**src/rtl/core/fmbs_pkg.sv**
```systemverilog
// Package for the FM-index backward search core: command codes, controller
// states, command/status structs and the range clamp. No dependencies.
`timescale 1ns / 1ps
package fmbs_pkg;

    localparam int RANGE_W   = 17;
    localparam int POS_W     = 18;
    localparam int SUM_W     = 20;
    localparam int DIV_STEPS = 18;
    localparam int DCNT_W    = 5;
    localparam int SP_W      = 8;

    typedef enum logic [1:0] {
        CMD_LOAD_BWT    = 2'd0,
        CMD_LOAD_SAMPLE = 2'd1,
        CMD_START       = 2'd2,
        CMD_EXTEND      = 2'd3
    } fmbs_command_t;

    typedef enum logic [2:0] {
        ST_IDLE,
        ST_DIV,
        ST_SREAD,
        ST_SINIT,
        ST_SCAN,
        ST_OUT
    } fmbs_state_t;

    typedef enum logic [2:0] {
        REG_COUNT_A  = 3'd0,
        REG_COUNT_C  = 3'd1,
        REG_COUNT_G  = 3'd2,
        REG_COUNT_T  = 3'd3,
        REG_SPACING  = 3'd4
    } fmbs_reg_t;

    typedef struct packed {
        logic capture;
        logic load_bwt;
        logic load_smp;
        logic start_upd;
        logic div_start;
        logic phase;
        logic smp_read;
        logic scan_init;
        logic scan_step;
        logic save_low;
        logic ext_upd;
        logic out_load;
    } fmbs_cmd_t;

    typedef struct packed {
        logic div_done;
        logic scan_done;
        logic cur_empty;
    } fmbs_status_t;

    function automatic logic [RANGE_W-1:0] fmbs_clamp(input logic [SUM_W-1:0] v);
        logic [RANGE_W-1:0] r;
        if (v[SUM_W-1:RANGE_W] != '0) begin
            r = '1;
        end else begin
            r = v[RANGE_W-1:0];
        end
        return r;
    endfunction

endpackage

```
**src/rtl/core/fmbs_ctrl.sv**
```systemverilog
// Controller state machine of the backward search core.
// Depends on fmbs_pkg; drives the datapath through fmbs_cmd_t.
`timescale 1ns / 1ps
module fmbs_ctrl (
    input  logic                 aclk,
    input  logic                 aresetn,
    input  logic                 s_valid,
    output logic                 s_ready,
    input  logic [1:0]           s_command,
    output logic                 m_valid,
    input  logic                 m_ready,
    input  fmbs_pkg::fmbs_status_t st,
    output fmbs_pkg::fmbs_cmd_t  cmd
);

    fmbs_pkg::fmbs_state_t state_reg, state_next;
    logic phase_reg, phase_next;
    logic m_valid_reg, m_valid_next;
    logic accept;
    logic out_load;

    assign s_ready  = (state_reg == fmbs_pkg::ST_IDLE);
    assign accept   = s_valid && s_ready;
    assign out_load = (state_reg == fmbs_pkg::ST_OUT) && (!m_valid_reg || m_ready);
    assign m_valid  = m_valid_reg;

    always_comb begin
        state_next = state_reg;
        phase_next = phase_reg;
        unique case (state_reg)
            fmbs_pkg::ST_IDLE: begin
                if (accept) begin
                    priority if (s_command == fmbs_pkg::CMD_START) begin
                        state_next = fmbs_pkg::ST_OUT;
                    end else if (s_command == fmbs_pkg::CMD_EXTEND) begin
                        phase_next = 1'b0;
                        state_next = st.cur_empty ? fmbs_pkg::ST_OUT : fmbs_pkg::ST_DIV;
                    end else begin
                        state_next = fmbs_pkg::ST_IDLE;
                    end
                end
            end
            fmbs_pkg::ST_DIV: begin
                if (st.div_done) begin
                    state_next = fmbs_pkg::ST_SREAD;
                end
            end
            fmbs_pkg::ST_SREAD: state_next = fmbs_pkg::ST_SINIT;
            fmbs_pkg::ST_SINIT: state_next = fmbs_pkg::ST_SCAN;
            fmbs_pkg::ST_SCAN: begin
                if (st.scan_done) begin
                    if (!phase_reg) begin
                        phase_next = 1'b1;
                        state_next = fmbs_pkg::ST_DIV;
                    end else begin
                        state_next = fmbs_pkg::ST_OUT;
                    end
                end
            end
            fmbs_pkg::ST_OUT: begin
                if (out_load) begin
                    state_next = fmbs_pkg::ST_IDLE;
                end
            end
            default: state_next = fmbs_pkg::ST_IDLE;
        endcase
    end

    always_comb begin
        cmd = '0;
        cmd.phase     = phase_reg;
        cmd.out_load  = out_load;
        cmd.capture   = accept;
        cmd.load_bwt  = accept && (s_command == fmbs_pkg::CMD_LOAD_BWT);
        cmd.load_smp  = accept && (s_command == fmbs_pkg::CMD_LOAD_SAMPLE);
        cmd.start_upd = accept && (s_command == fmbs_pkg::CMD_START);
        unique case (state_reg)
            fmbs_pkg::ST_IDLE: begin
                if (accept && s_command == fmbs_pkg::CMD_EXTEND && !st.cur_empty) begin
                    cmd.div_start = 1'b1;
                    cmd.phase     = 1'b0;
                end
            end
            fmbs_pkg::ST_SREAD: cmd.smp_read  = 1'b1;
            fmbs_pkg::ST_SINIT: cmd.scan_init = 1'b1;
            fmbs_pkg::ST_SCAN: begin
                cmd.scan_step = 1'b1;
                if (st.scan_done) begin
                    if (!phase_reg) begin
                        cmd.save_low  = 1'b1;
                        cmd.div_start = 1'b1;
                        cmd.phase     = 1'b1;
                    end else begin
                        cmd.ext_upd = 1'b1;
                    end
                end
            end
            default: begin
            end
        endcase
    end

    always_comb begin
        m_valid_next = m_valid_reg;
        if (out_load) begin
            m_valid_next = 1'b1;
        end else if (m_ready) begin
            m_valid_next = 1'b0;
        end
    end

    always_ff @(posedge aclk) begin
        if (!aresetn) begin
            state_reg   <= fmbs_pkg::ST_IDLE;
            phase_reg   <= 1'b0;
            m_valid_reg <= 1'b0;
        end else begin
            state_reg   <= state_next;
            phase_reg   <= phase_next;
            m_valid_reg <= m_valid_next;
        end
    end

`ifndef SYNTH
    a_low_then_high: assert property (@(posedge aclk) disable iff (!aresetn)
        (state_reg == fmbs_pkg::ST_SCAN && st.scan_done && !phase_reg)
        |=> (state_reg == fmbs_pkg::ST_DIV && phase_reg))
        else $error("second occurrence pass did not start");
    a_out_sets_valid: assert property (@(posedge aclk) disable iff (!aresetn)
        out_load |=> (m_valid_reg && state_reg == fmbs_pkg::ST_IDLE))
        else $error("result load did not raise valid");
    a_stall_holds: assert property (@(posedge aclk) disable iff (!aresetn)
        (state_reg == fmbs_pkg::ST_OUT && m_valid_reg && !m_ready)
        |=> (state_reg == fmbs_pkg::ST_OUT))
        else $error("result overwritten under stall");
`endif

endmodule

```
**config.mk**
```make
export PLATFORM = sky130hd
export DESIGN_NAME = fmbs_ctrl
export DESIGN_NICKNAME = d
export VERILOG_FILES = /design/src/rtl/core/fmbs_pkg.sv /design/src/rtl/core/fmbs_ctrl.sv
export SDC_FILE = /design/constraint.sdc
export NUM_CORES = 1
export LEC_CHECK = 0
export BUFFER_PORTS_ARGS = -buffer_cell sky130_fd_sc_hd__buf_2
export CORE_AREA = 2 2 39 41
export DETAILED_ROUTE_END_ITERATION = 12
export DIE_AREA = 0 0 41 43
export HOLD_SLACK_MARGIN = 0.06
export PLACE_DENSITY = 0.67
export SYNTH_ARGS = -nofsm -noshare
export SYNTH_HDL_FRONTEND = slang
export SYNTH_SLANG_ARGS = --single-unit
export TNS_END_PERCENT = 30
```
**constraint.sdc**
```tcl
create_clock -name aclk -period 2.2 [get_ports aclk]
set_input_delay 0.44 -clock aclk [delete_from_list [all_inputs] [get_ports aclk]]
set_output_delay 0.44 -clock aclk [all_outputs]
set_load 0.02 [all_outputs]
```
Word-level counts from Yosys, hierarchy flattened. Cells that the tools add are included. W data, S select, Z words.

Output and inout port bits: 14. Bits in registers: 5.

Muxes and demuxes: 26. Equal/unequal tests: 14. Reductions and logical operators: 16.

Operators by type and width (count): $mux W3 (9); $pmux W3 S6 (1); $mux W1 (10); $mux W2 (4); $ne A2 B2 Y1 const B (4); $logic_and A1 B1 Y1 (7); $eq A3 B2 Y1 const B (2); $eq A3 B3 Y1 const B (2); $reduce_and A5 Y1 (1); $eq A2 B2 Y1 const B (2); $ne A2 B1 Y1 const B (2); $pmux W2 S2 (1); $reduce_and A4 Y1 (1); $reduce_bool A2 Y1 (2); $eq A3 B1 Y1 const B (1); $logic_not A3 Y1 (1); $eq A2 B1 Y1 const B (1); $logic_not A1 Y1 (2); $logic_not A2 Y1 (1); $pmux W1 S2 (1); $logic_or A1 B1 Y1 (1).

Longest topological paths before layout. Gate-level depths: netlist of run 1.

Depth after elaboration: 6. Mapped depth: 5. Mapped depth without buffers: 4.

Worst setup path before layout of run 1. No wires, ideal clock.

Path type: reg2out. Start point: reg state_reg[0]. End point: out cmd[9] (netlist name). Buffers on the path: 1. Required time: 1760 ps. Cell stages (with the launch flop): 5. Setup slack: 225 ps. Arrival time: 1535 ps. Cell sequence: dfxtp_1 buf_4 nor3_2 nand2_1 nor3b_1.

RTL lines: start, declared (RTL line fmbs_ctrl.sv:16) `fmbs_pkg::fmbs_state_t state_reg, state_next;`; start signal, assigned (RTL line fmbs_ctrl.sv:114) `state_reg <= fmbs_pkg::ST_IDLE;`; start signal, assigned (RTL line fmbs_ctrl.sv:118) `state_reg <= state_next;`; end, declared (RTL line fmbs_ctrl.sv:13) `output fmbs_pkg::fmbs_cmd_t cmd`.

==> key figures, run 1 <==
Outcome
  – Status: completed

Critical path
  – Type of the worst setup path: register to primary output
  – CP cell instances: nor2_1 > and2_1 > a21oi_1 > a21oi_1 > buf_2
  – CP Data Required Time: ~1800 ps
  – Cell mode on critical path: a21oi_1
  – Slowest stage cell on the critical path: dfxtp_1
  – CP Capture Type: primary output
  – Reg-to-reg setup timing slack: 730 ps
  – Worst Setup Start Kind: register
  – Critical-path maximum fanout: 10
  – CP arrival: around 1600 ps
  – Critical path's largest stage delay: 540 ps

STA
  – Fin crit period: 2004 ps
  – FMAX: 499.0 MHz
  – Period utilization: 0.9109
  – RSZ-0062 raised after global routing: no
  – Tightest Pin Transition: 444.6 ps
  – Setup TNS: 0 ps
  – Final number of max-transition violations: 0
  – Relative slew slack: 0.7032
  – Hold Vio Cnt, Final: 0
  – Clk_skew: 6.154 ps
  – Final worst slack: 195.9 ps
  – Final setup violation count: 0

Route
  – Router iterations before antenna repair: 4
  – Via count: 454
  – Residual DRC: 0
  – Final ANT Viol Nets: 0
  – Vias per Instance: 4.935
  – Final wirelength: 980 um
  – Wirelength per Cell: 10.65 um
  – DRT iter0 DRCs: 7

Logic synthesis
  – Number of synthesized flops with an enable pin: 0
  – Synthesized cell area: 426.7 sq um
  – Yosys reg bits: 5
  – Ys async rst share: 0
  – Syn avg cell area: between 7 and 8 sq um
  – Yosys Warn Count: 0
  – Synth top area cells: dfxtp_1, a21oi_1, buf_4, nor2b_1, nor3b_1
  – Gate Count Post-Synth: 56
  – Post-synthesis sequential area ratio: 0.2346
  – Syn nets: 65
  – Synth top area share: 0.2346
  – Cell taking the most area after synthesis: dfxtp_1
  – Main flop type after synthesis: dfxtp_1
  – Yosys cell types: 25

Clocking
  – Clock Sinks: 5
  – CTS root buf: clkbuf_4
  – Hold_buf cts: 0
  – Clk_lat worst skew: 240 ps
  – Setup repair bufs after CTS: 0
  – CTS tree: built
  – H-tree depth: 1
  – Clk buf depth: 2
  – Cts bufs inserted: 3
  – Clock transition at path regs: 50 ps
  – CTS resizes: 0

Pwr
  – Cell Int Power: roughly 0.27 mW
  – Leakage power: 0.2729 nW
  – P_sw: 0.2104 mW
  – Peak supply drop: 0.3548 mV
  – Reg power frac: 0.311
  – Power Total: 0.4760 mW
  – Switching share of power: 0.4420
  – Gate power share: 0.464
  – Power Dens Cells: 876.6 mW/mm^2
  – Clock power frac: 0.225

Floorplanning
  – Die span in x: 41 um
  – Initial Util: 0.3083
  – Site Rows: 14
  – Height of the die: 43 um
  – Die area: 0.001763 sq mm
  – Core area: 0.001384 sq mm
  – Io pins: 23

Global route
  – Pin count of the biggest net entering global routing: 16
  – Initial antenna violation count: 0
  – Vias in the first global route: 367
  – Tot GR Track Use: 0.1226
  – GRT Residual Overflow: 0
  – First-pass GRT wire length: 1483 um

Final layout
  – Seq. cell area: 100.1 sq um
  – Area growth syn-to-layout: 27.27%
  – Multi-input logic area: around 280 sq um
  – # fillers: 151
  – Post-Route Utilization: 0.3924
  – Share of cells above drive strength 1: 0.3816
  – Antenna diodes: 0
  – NumNets Final: 86
  – Max reg flops: 3

Hold path
  – Hold Crit Class: primary input to register

Placed design
  – Detailed Place HPWL: between 700 and 800 um
  – Buffers on Ports: 22
  – Gpl congestion: 0.8146
  – Pre-CTS WS: 469.9 ps

Flow run
  – MaxCap Viol Count: 0
-- stage by stage --
stage	instance area, sq um	hold WS, ps	cells
after floorplan	426.7	529.0	56
after global placement	516.7	580.9	88
after detailed placement	516.7	580.9	88
after CTS	543.0	436.6	92
after global routing	543.0	452.1	92
final	543.0	440.8	92
-- layout make-up --
class / count / area share
clock buffer: 4 / 0.04839
inverter: 3 / 0.02074
multi-input combinational: 42 / 0.5069
sequential: 5 / 0.1843
tap: 16 / 0.03687
timing repair buffer: 22 / 0.2028
-- cells in the final DEF (no fill, tap or decap) --
master	n
nand3_1	2
inv_1	3
a211oi_2	1
and2_1	1
nor2b_1	4
o21ai_0	2
nand2b_1	3
nand2_1	3
a21boi_0	1
o41ai_2	1
xnor2_1	1
mux2i_1	1
a2111oi_2	1
nor3_2	1
nor3b_1	3
buf_2	22
nand3b_1	1
clkbuf_1	1
nor3_1	2
nor2_1	3
a21o_1	1
and3_1	3
nor4_1	1
a21oi_1	6
clkbuf_4	3
dfxtp_1	5
-- power groups by stage --
stage / clock (mW) / combinational, mW / sequential [mW]
floorplan: 0 / 0.212 / 0.116
detailed placement: 0 / 0.222 / 0.149
finish: 0.107 / 0.221 / 0.148
CTS: 0.112 / 0.223 / 0.147
global placement: 0 / 0.220 / 0.148
global route: 0.120 / 0.245 / 0.153
-- synth_stat cells, types with 2 or more instances --
cell,instances
o21ai_0,2
nor3b_1,3
nor2_1,3
nand2_1,3
buf_2,2
dfxtp_1,5
buf_4,4
nand3_1,2
inv_1,3
nor2b_1,4
nand2b_1,3
nor3_1,2
a21oi_1,6
and3_1,3
-- worst max-delay path, delay by kind of cell (launching register included) --
family,cells,cell delay [ps]
flip-flops,1,540
AND/OR/NAND/NOR,2,330
AO/OA/AOI/OAI,2,290
buffers and inverters,1,160
-- per-layer routing --
| metal | vias up | global-route usage | wire length (um) |
|---|---|---|---|
| met5 | - | 0 | 0 |
| met4 | 0 | 0.02000 | 0 |
| met3 | 0 | 0.06283 | 116 |
| met2 | 23 | 0.1938 | 405 |
| met1 | 199 | 0.1452 | 458 |
| li1 | 232 | - | - |
-- logic make-up after synthesis --
kind of cell / after synthesis / synth area share
flip-flops: 5 / 0.2346
multiplexers: 1 / 0.02346
AND/OR/NAND/NOR: 27 / 0.3695
XOR/XNOR: 1 / 0.02053
buffers and inverters: 9 / 0.1202
AO/OA/AOI/OAI: 13 / 0.2317
-- path summary, 6_finish.rpt --
| kind | start | end | cells after the start |
|---|---|---|---|
| worst max-delay path | state_reg[1] | cmd[6] | 5 |
| worst min-delay path | s_command[0] | phase_reg | 2 |
| worst max register to register | state_reg[2] | state_reg[2] | 4 |
| worst min register to register | m_valid | m_valid | 2 |
(Power assumes the default switching activity.)
==> run 2: changes to the inputs <==
--- a/config.mk
+++ b/config.mk
@@ -6,9 +6,9 @@
 export NUM_CORES = 1
 export LEC_CHECK = 0
 export BUFFER_PORTS_ARGS = -buffer_cell sky130_fd_sc_hd__buf_2
-export CORE_AREA = 2 2 39 41
+export CORE_AREA = 5 5 42 44
 export DETAILED_ROUTE_END_ITERATION = 12
-export DIE_AREA = 0 0 41 43
+export DIE_AREA = 0 0 47 49
 export HOLD_SLACK_MARGIN = 0.06
 export PLACE_DENSITY = 0.67
 export SYNTH_ARGS = -nofsm -noshare
==> run 2 against run 1 <==
  * Maximum frequency shrank 0.22%
  * Count of clock-buffer cells in the layout is the same
  * Sequential share of layout area is the same
  * Via count shrank 1.1%
  * Setup slack lost 4.4 ps
  * Global-route usage shrank 3.2 points
  * Largest cell class unchanged
  * Largest power group unchanged
==> key figures, run 2 (synthesis results as in run 1) <==
Critical path
  – Buf+Inv Stages, Crit Path: 1
  – Cell mode on critical path: a21oi_1
  – Critical-path maximum fanout: 10
  – CP arrival: 1570 ps
  – CP Capture Type: primary output
  – Type of the worst setup path: register to primary output
  – Worst Setup Start Kind: register
  – Slowest stage cell on the critical path: dfxtp_1
  – CP Data Required Time: about 1800 ps
  – Top Family by Delay on Critical Path: flip-flops
  – CP cell instances: nor2_1 > and2_1 > a21oi_1 > a21oi_1 > buf_2
  – Critical path's largest stage delay: 530 ps

Placed design
  – Detailed Place HPWL: 848 um
  – Buffers on Ports: 22
  – Placed Cells: between 80 and 90
  – Gpl congestion: 0.8578

Route
  – Wirelength per Cell: approximately 11 um
  – Residual DRC: 0
  – Router iterations before antenna repair: 2
  – Final ANT Viol Nets: 0
  – DRT iter0 DRCs: 4
  – Final wirelength: 1004 um
  – Via count: 449
  – Vias per Instance: 4.880

Clocking
  – CTS resizes: 0
  – Cts bufs inserted: 3
  – Clock transition at path regs: 40 ps
  – Setup repair bufs after CTS: 0
  – Clock Sinks: 5
  – CTS tree: built
  – Clk_lat worst skew: 230 ps
  – CTS root buf: clkbuf_4
  – H-tree depth: 1
  – Clk buf depth: 2
  – Hold_buf cts: 0

Floorplanning
  – Initial Util: 0.3045
  – Io pins: 23
  – Site Rows: 14
  – Die area: 0.002303 sq mm
  – Die span in x: 47 um
  – Core area: 0.001401 sq mm
  – Height of the die: about 49 um

Pwr
  – Power Dens Cells: ~870 mW/mm^2
  – Leakage power: 0.2729 nW
  – Peak supply drop: 0.5241 mV

STA
  – Setup TNS: 0 ps
  – Final setup violation count: 0
  – FMAX: 497.9 MHz
  – Hold Vio Cnt, Final: 0
  – Relative slew slack: 0.7104
  – Fin crit period: 2008 ps
  – Period utilization: 0.9130
  – RSZ-0062 raised after global routing: no
  – Clk_skew: around 0.30 ps
  – Tightest Pin Transition: 433.9 ps
  – Final number of max-transition violations: 0

Global route
  – Initial antenna violation count: 0
  – Tot GR Track Use: 0.09027
  – First-pass GRT wire length: 1531 um
  – GRT Residual Overflow: 0
  – Pin count of the biggest net entering global routing: 16
  – Vias in the first global route: 391

Final layout
  – Antenna diodes: 0
  – NumNets Final: 86
  – Layout Cells excl Fill: 92
  – Most frequent cells in the layout: buf_2, a21oi_1, dfxtp_1
  – Area growth syn-to-layout: 27.27%
  – Max reg flops: 3
  – # fillers: 159
  – Commonest non-fill, non-tap cell in the layout: buf_2
  – Share of cells above drive strength 1: 0.3816

Outcome
  – Status: completed

Hold path
  – Hold Crit Class: primary input to register

Flow run
  – MaxCap Viol Count: 0
[run 2: cell counts in the layout (fill, tap and decap cells not counted)]
No cell type changed its count.
[run 2: through the flow]
step,worst slack [ps],power [mW],hold slack [ps],cell area [sq um],util
2_1_floorplan,224.7,0.3282,529.0,426.7,-
3_3_place_gp,479.2,0.3685,573.9,516.7,0.3688
3_5_place_dp,438.7,0.3719,575.0,516.7,0.3688
4_1_cts,187.4,0.4782,454.4,543.0,0.3875
5_1_grt,18.55,0.5129,448.5,543.0,0.3875
6_report,191.5,0.4704,454.7,543.0,0.3875
[run 2: metal layers]
| layer | routed length (um) | share of wire | track usage | up-vias |
|---|---|---|---|---|
| met2 | 426 | 0.42 | 0.1267 | 20 |
| met3 | 102 | 0.10 | 0.05535 | 0 |
| met5 | 0 | 0 | 0 | - |
| met1 | 475 | 0.47 | 0.1192 | 193 |
| met4 | 0 | 0 | 0.01382 | 0 |
| li1 | - | - | - | 236 |
[run 2: cell type report]
class | instances | area [sq um] | area share
timing repair buffer | 22 | 110.1 | 0.2028
tap | 16 | 20.02 | 0.03687
multi-input combinational | 42 | 275.3 | 0.5069
inverter | 3 | 11.26 | 0.02074
clock buffer | 4 | 26.28 | 0.04839
sequential | 5 | 100.1 | 0.1843
[run 2: final timing paths]
kind	endpoint	slack (ps)	from	cells past startpoint
max reg2reg	state_reg[2]	720	state_reg[2]	4
min reg2reg	m_valid	580	m_valid	2
max	cmd[6]	190	state_reg[1]	5
min	phase_reg	450	s_command[0]	2
[run 2: where the power goes]
part / internal, mW / switching [mW] / total (mW)
combinational: 0.0905 / 0.131 / 0.222
sequential: 0.107 / 0.0399 / 0.146
clock: 0.0683 / 0.0338 / 0.102
total: 0.265 / 0.205 / 0.470
==> run 3: changes to the inputs <==
--- a/config.mk
+++ b/config.mk
@@ -11,6 +11,7 @@
 export DIE_AREA = 0 0 47 49
 export HOLD_SLACK_MARGIN = 0.06
 export PLACE_DENSITY = 0.67
+export REMOVE_ABC_BUFFERS = 1
 export SYNTH_ARGS = -nofsm -noshare
 export SYNTH_HDL_FRONTEND = slang
 export SYNTH_SLANG_ARGS = --single-unit
==> run 3 against run 2 <==
  * Count of clock-buffer cells in the layout unchanged
  * Sequential power about the same
  * First-iteration DRC count is 130% higher
  * Routed wire length increased by 5.8%
  * Design area unchanged
  * Critical path depth unchanged
  * Sequential share of layout area stayed put
  * Clock skew is 7.6 ps higher
  * Total power increased by 2.7%
  * Highest routed layer is now met4
==> key figures, run 3 (synthesis results as in run 1) <==
Critical path
  – Reg-to-reg setup timing slack: around 680 ps
  – Reg-to-Reg Start: state_reg[2]
  – R2r worst-path depth: 4
  – Worst Setup Start Kind: register
  – Slowest stage cell on the critical path: dfxtp_1
  – CP arrival: about 1600 ps
  – Type of the worst setup path: register to primary output
  – CP Data Required Time: 1760 ps
  – Worst r2r dst: state_reg[2]
  – CP Capture Type: primary output
  – CP cell instances: nor2_1 > and2_1 > a21oi_1 > a21oi_1 > buf_2
  – Critical-path maximum fanout: 9
  – Critical path's largest stage delay: 530 ps
  – Cell mode on critical path: a21oi_1

Clocking
  – Setup repair bufs after CTS: 0
  – CTS tree: built
  – Clock transition at path regs: 50 ps
  – Clk buf depth: 2
  – Clk_lat worst skew: around 250 ps
  – Hold_buf cts: 0
  – Clock Sinks: 5
  – Cts bufs inserted: 3
  – H-tree depth: 1
  – CTS root buf: clkbuf_4
  – CTS resizes: 0

Pwr
  – Leakage power: 0.2729 nW
  – Peak supply drop: 0.4964 mV
  – Power Total: 0.4830 mW
  – Power Dens Cells: 889.5 mW/mm^2

Floorplanning
  – Die area: 0.002303 sq mm
  – Initial Util: 0.3045
  – Core area: 0.001401 sq mm
  – Io pins: 23
  – Height of the die: 49 um
  – Site Rows: 14
  – Die span in x: around 47 um

Global route
  – Initial antenna violation count: 0
  – First-pass GRT wire length: 1690 um
  – Pin count of the biggest net entering global routing: 16
  – Vias in the first global route: 404
  – GRT Residual Overflow: 0
  – Tot GR Track Use: 0.09789

Route
  – Wirelength per Cell: 11.54 um
  – Max layer used: met4
  – Routed met3 length: 96 um
  – Final ANT Viol Nets: 0
  – Vias per Instance: 5.152
  – DR WL met2: 453 um
  – DRT iter0 DRCs: 9
  – Router iterations before antenna repair: 4
  – Metal1 wirelength: 503 um
  – Final wirelength: about 1100 um
  – Residual DRC: 0
  – Via count: 474

Flow run
  – MaxCap Viol Count: 0

STA
  – Fin crit period: 2045 ps
  – Period utilization: 0.9293
  – Final setup violation count: 0
  – Final number of max-transition violations: 0
  – RSZ-0062 raised after global routing: no
  – Relative slew slack: 0.6932
  – Hold Vio Cnt, Final: 0
  – FMAX: about 500 MHz
  – Setup TNS: 0 ps
  – Tightest Pin Transition: 459.5 ps
  – Clk_skew: about 8 ps

Final layout
  – Seq. cell area: between 100 and 150 sq um
  – Multi-input logic area: ~280 sq um
  – Commonest non-fill, non-tap cell in the layout: buf_2
  – Antenna diodes: 0
  – NumNets Final: 86
  – Share of cells above drive strength 1: 0.3816
  – Post-Route Utilization: 0.3875
  – Max reg flops: 3
  – # fillers: 173
  – Area growth syn-to-layout: 27.27%
  – Most frequent cells in the layout: buf_2, a21oi_1, dfxtp_1

Hold path
  – Hold wc startpoint: s_command[0]
  – Hold depth: 2
  – Hold endpoint: phase_reg
  – Hold Crit Class: primary input to register

Outcome
  – Status: completed

Placed design
  – Detailed Place HPWL: 813.2 um
  – Buffers on Ports: 22
  – Gpl congestion: between 0.7 and 0.8
[run 3: metal layers]
| metal | up-vias | track usage |
|---|---|---|
| met5 | - | 0 |
| met4 | 0 | 0.05530 |
| met3 | 2 | 0.02952 |
| met2 | 23 | 0.1199 |
| met1 | 210 | 0.1451 |
| li1 | 239 | - |
[run 3: critical path: cells and delay by family (launching register included)]
| kind | cells | cell delay (ps) |
|---|---|---|
| flip-flops | 1 | 530 |
| AND/OR/NAND/NOR | 2 | 360 |
| AO/OA/AOI/OAI | 2 | 300 |
| buffers and inverters | 1 | 170 |
[run 3: worst max path at each step]
stage                       from  endpoint  cells past startpoint
global route        state_reg[1]    cmd[6]                      5
floorplan           state_reg[2]    cmd[9]                      3
CTS                 state_reg[1]    cmd[6]                      5
finish              state_reg[0]    cmd[6]                      5
detailed placement  state_reg[1]    cmd[6]                      5
global placement    state_reg[1]    cmd[6]                      5
[run 3: where the power goes]
part           leakage, nW  switching [mW]  internal [mW]
Clock               0.0150          0.0434         0.0689
Sequential          0.0408          0.0430          0.106
Combinational        0.217           0.131         0.0905
[run 3: stage by stage]
stage          worst slack, ps  instances  instance area, sq um  hold slack, ps
3_5_place_dp             435.1         88                 516.7           555.4
4_1_cts                  172.0         92                 543.0           425.3
5_1_grt                  15.25         92                 543.0           443.9
3_3_place_gp             448.5         88                 516.7           565.9
2_1_floorplan            240.3         50                 386.6           529.0
6_report                 155.5         92                 543.0           426.3
[run 3: layout make-up]
class / count / share of cell area
multi-input cells: 42 / 0.5069
repair buffers: 22 / 0.2028
flip-flops and latches: 5 / 0.1843
clock buffers: 4 / 0.04839
well taps: 16 / 0.03687
inverters: 3 / 0.02074
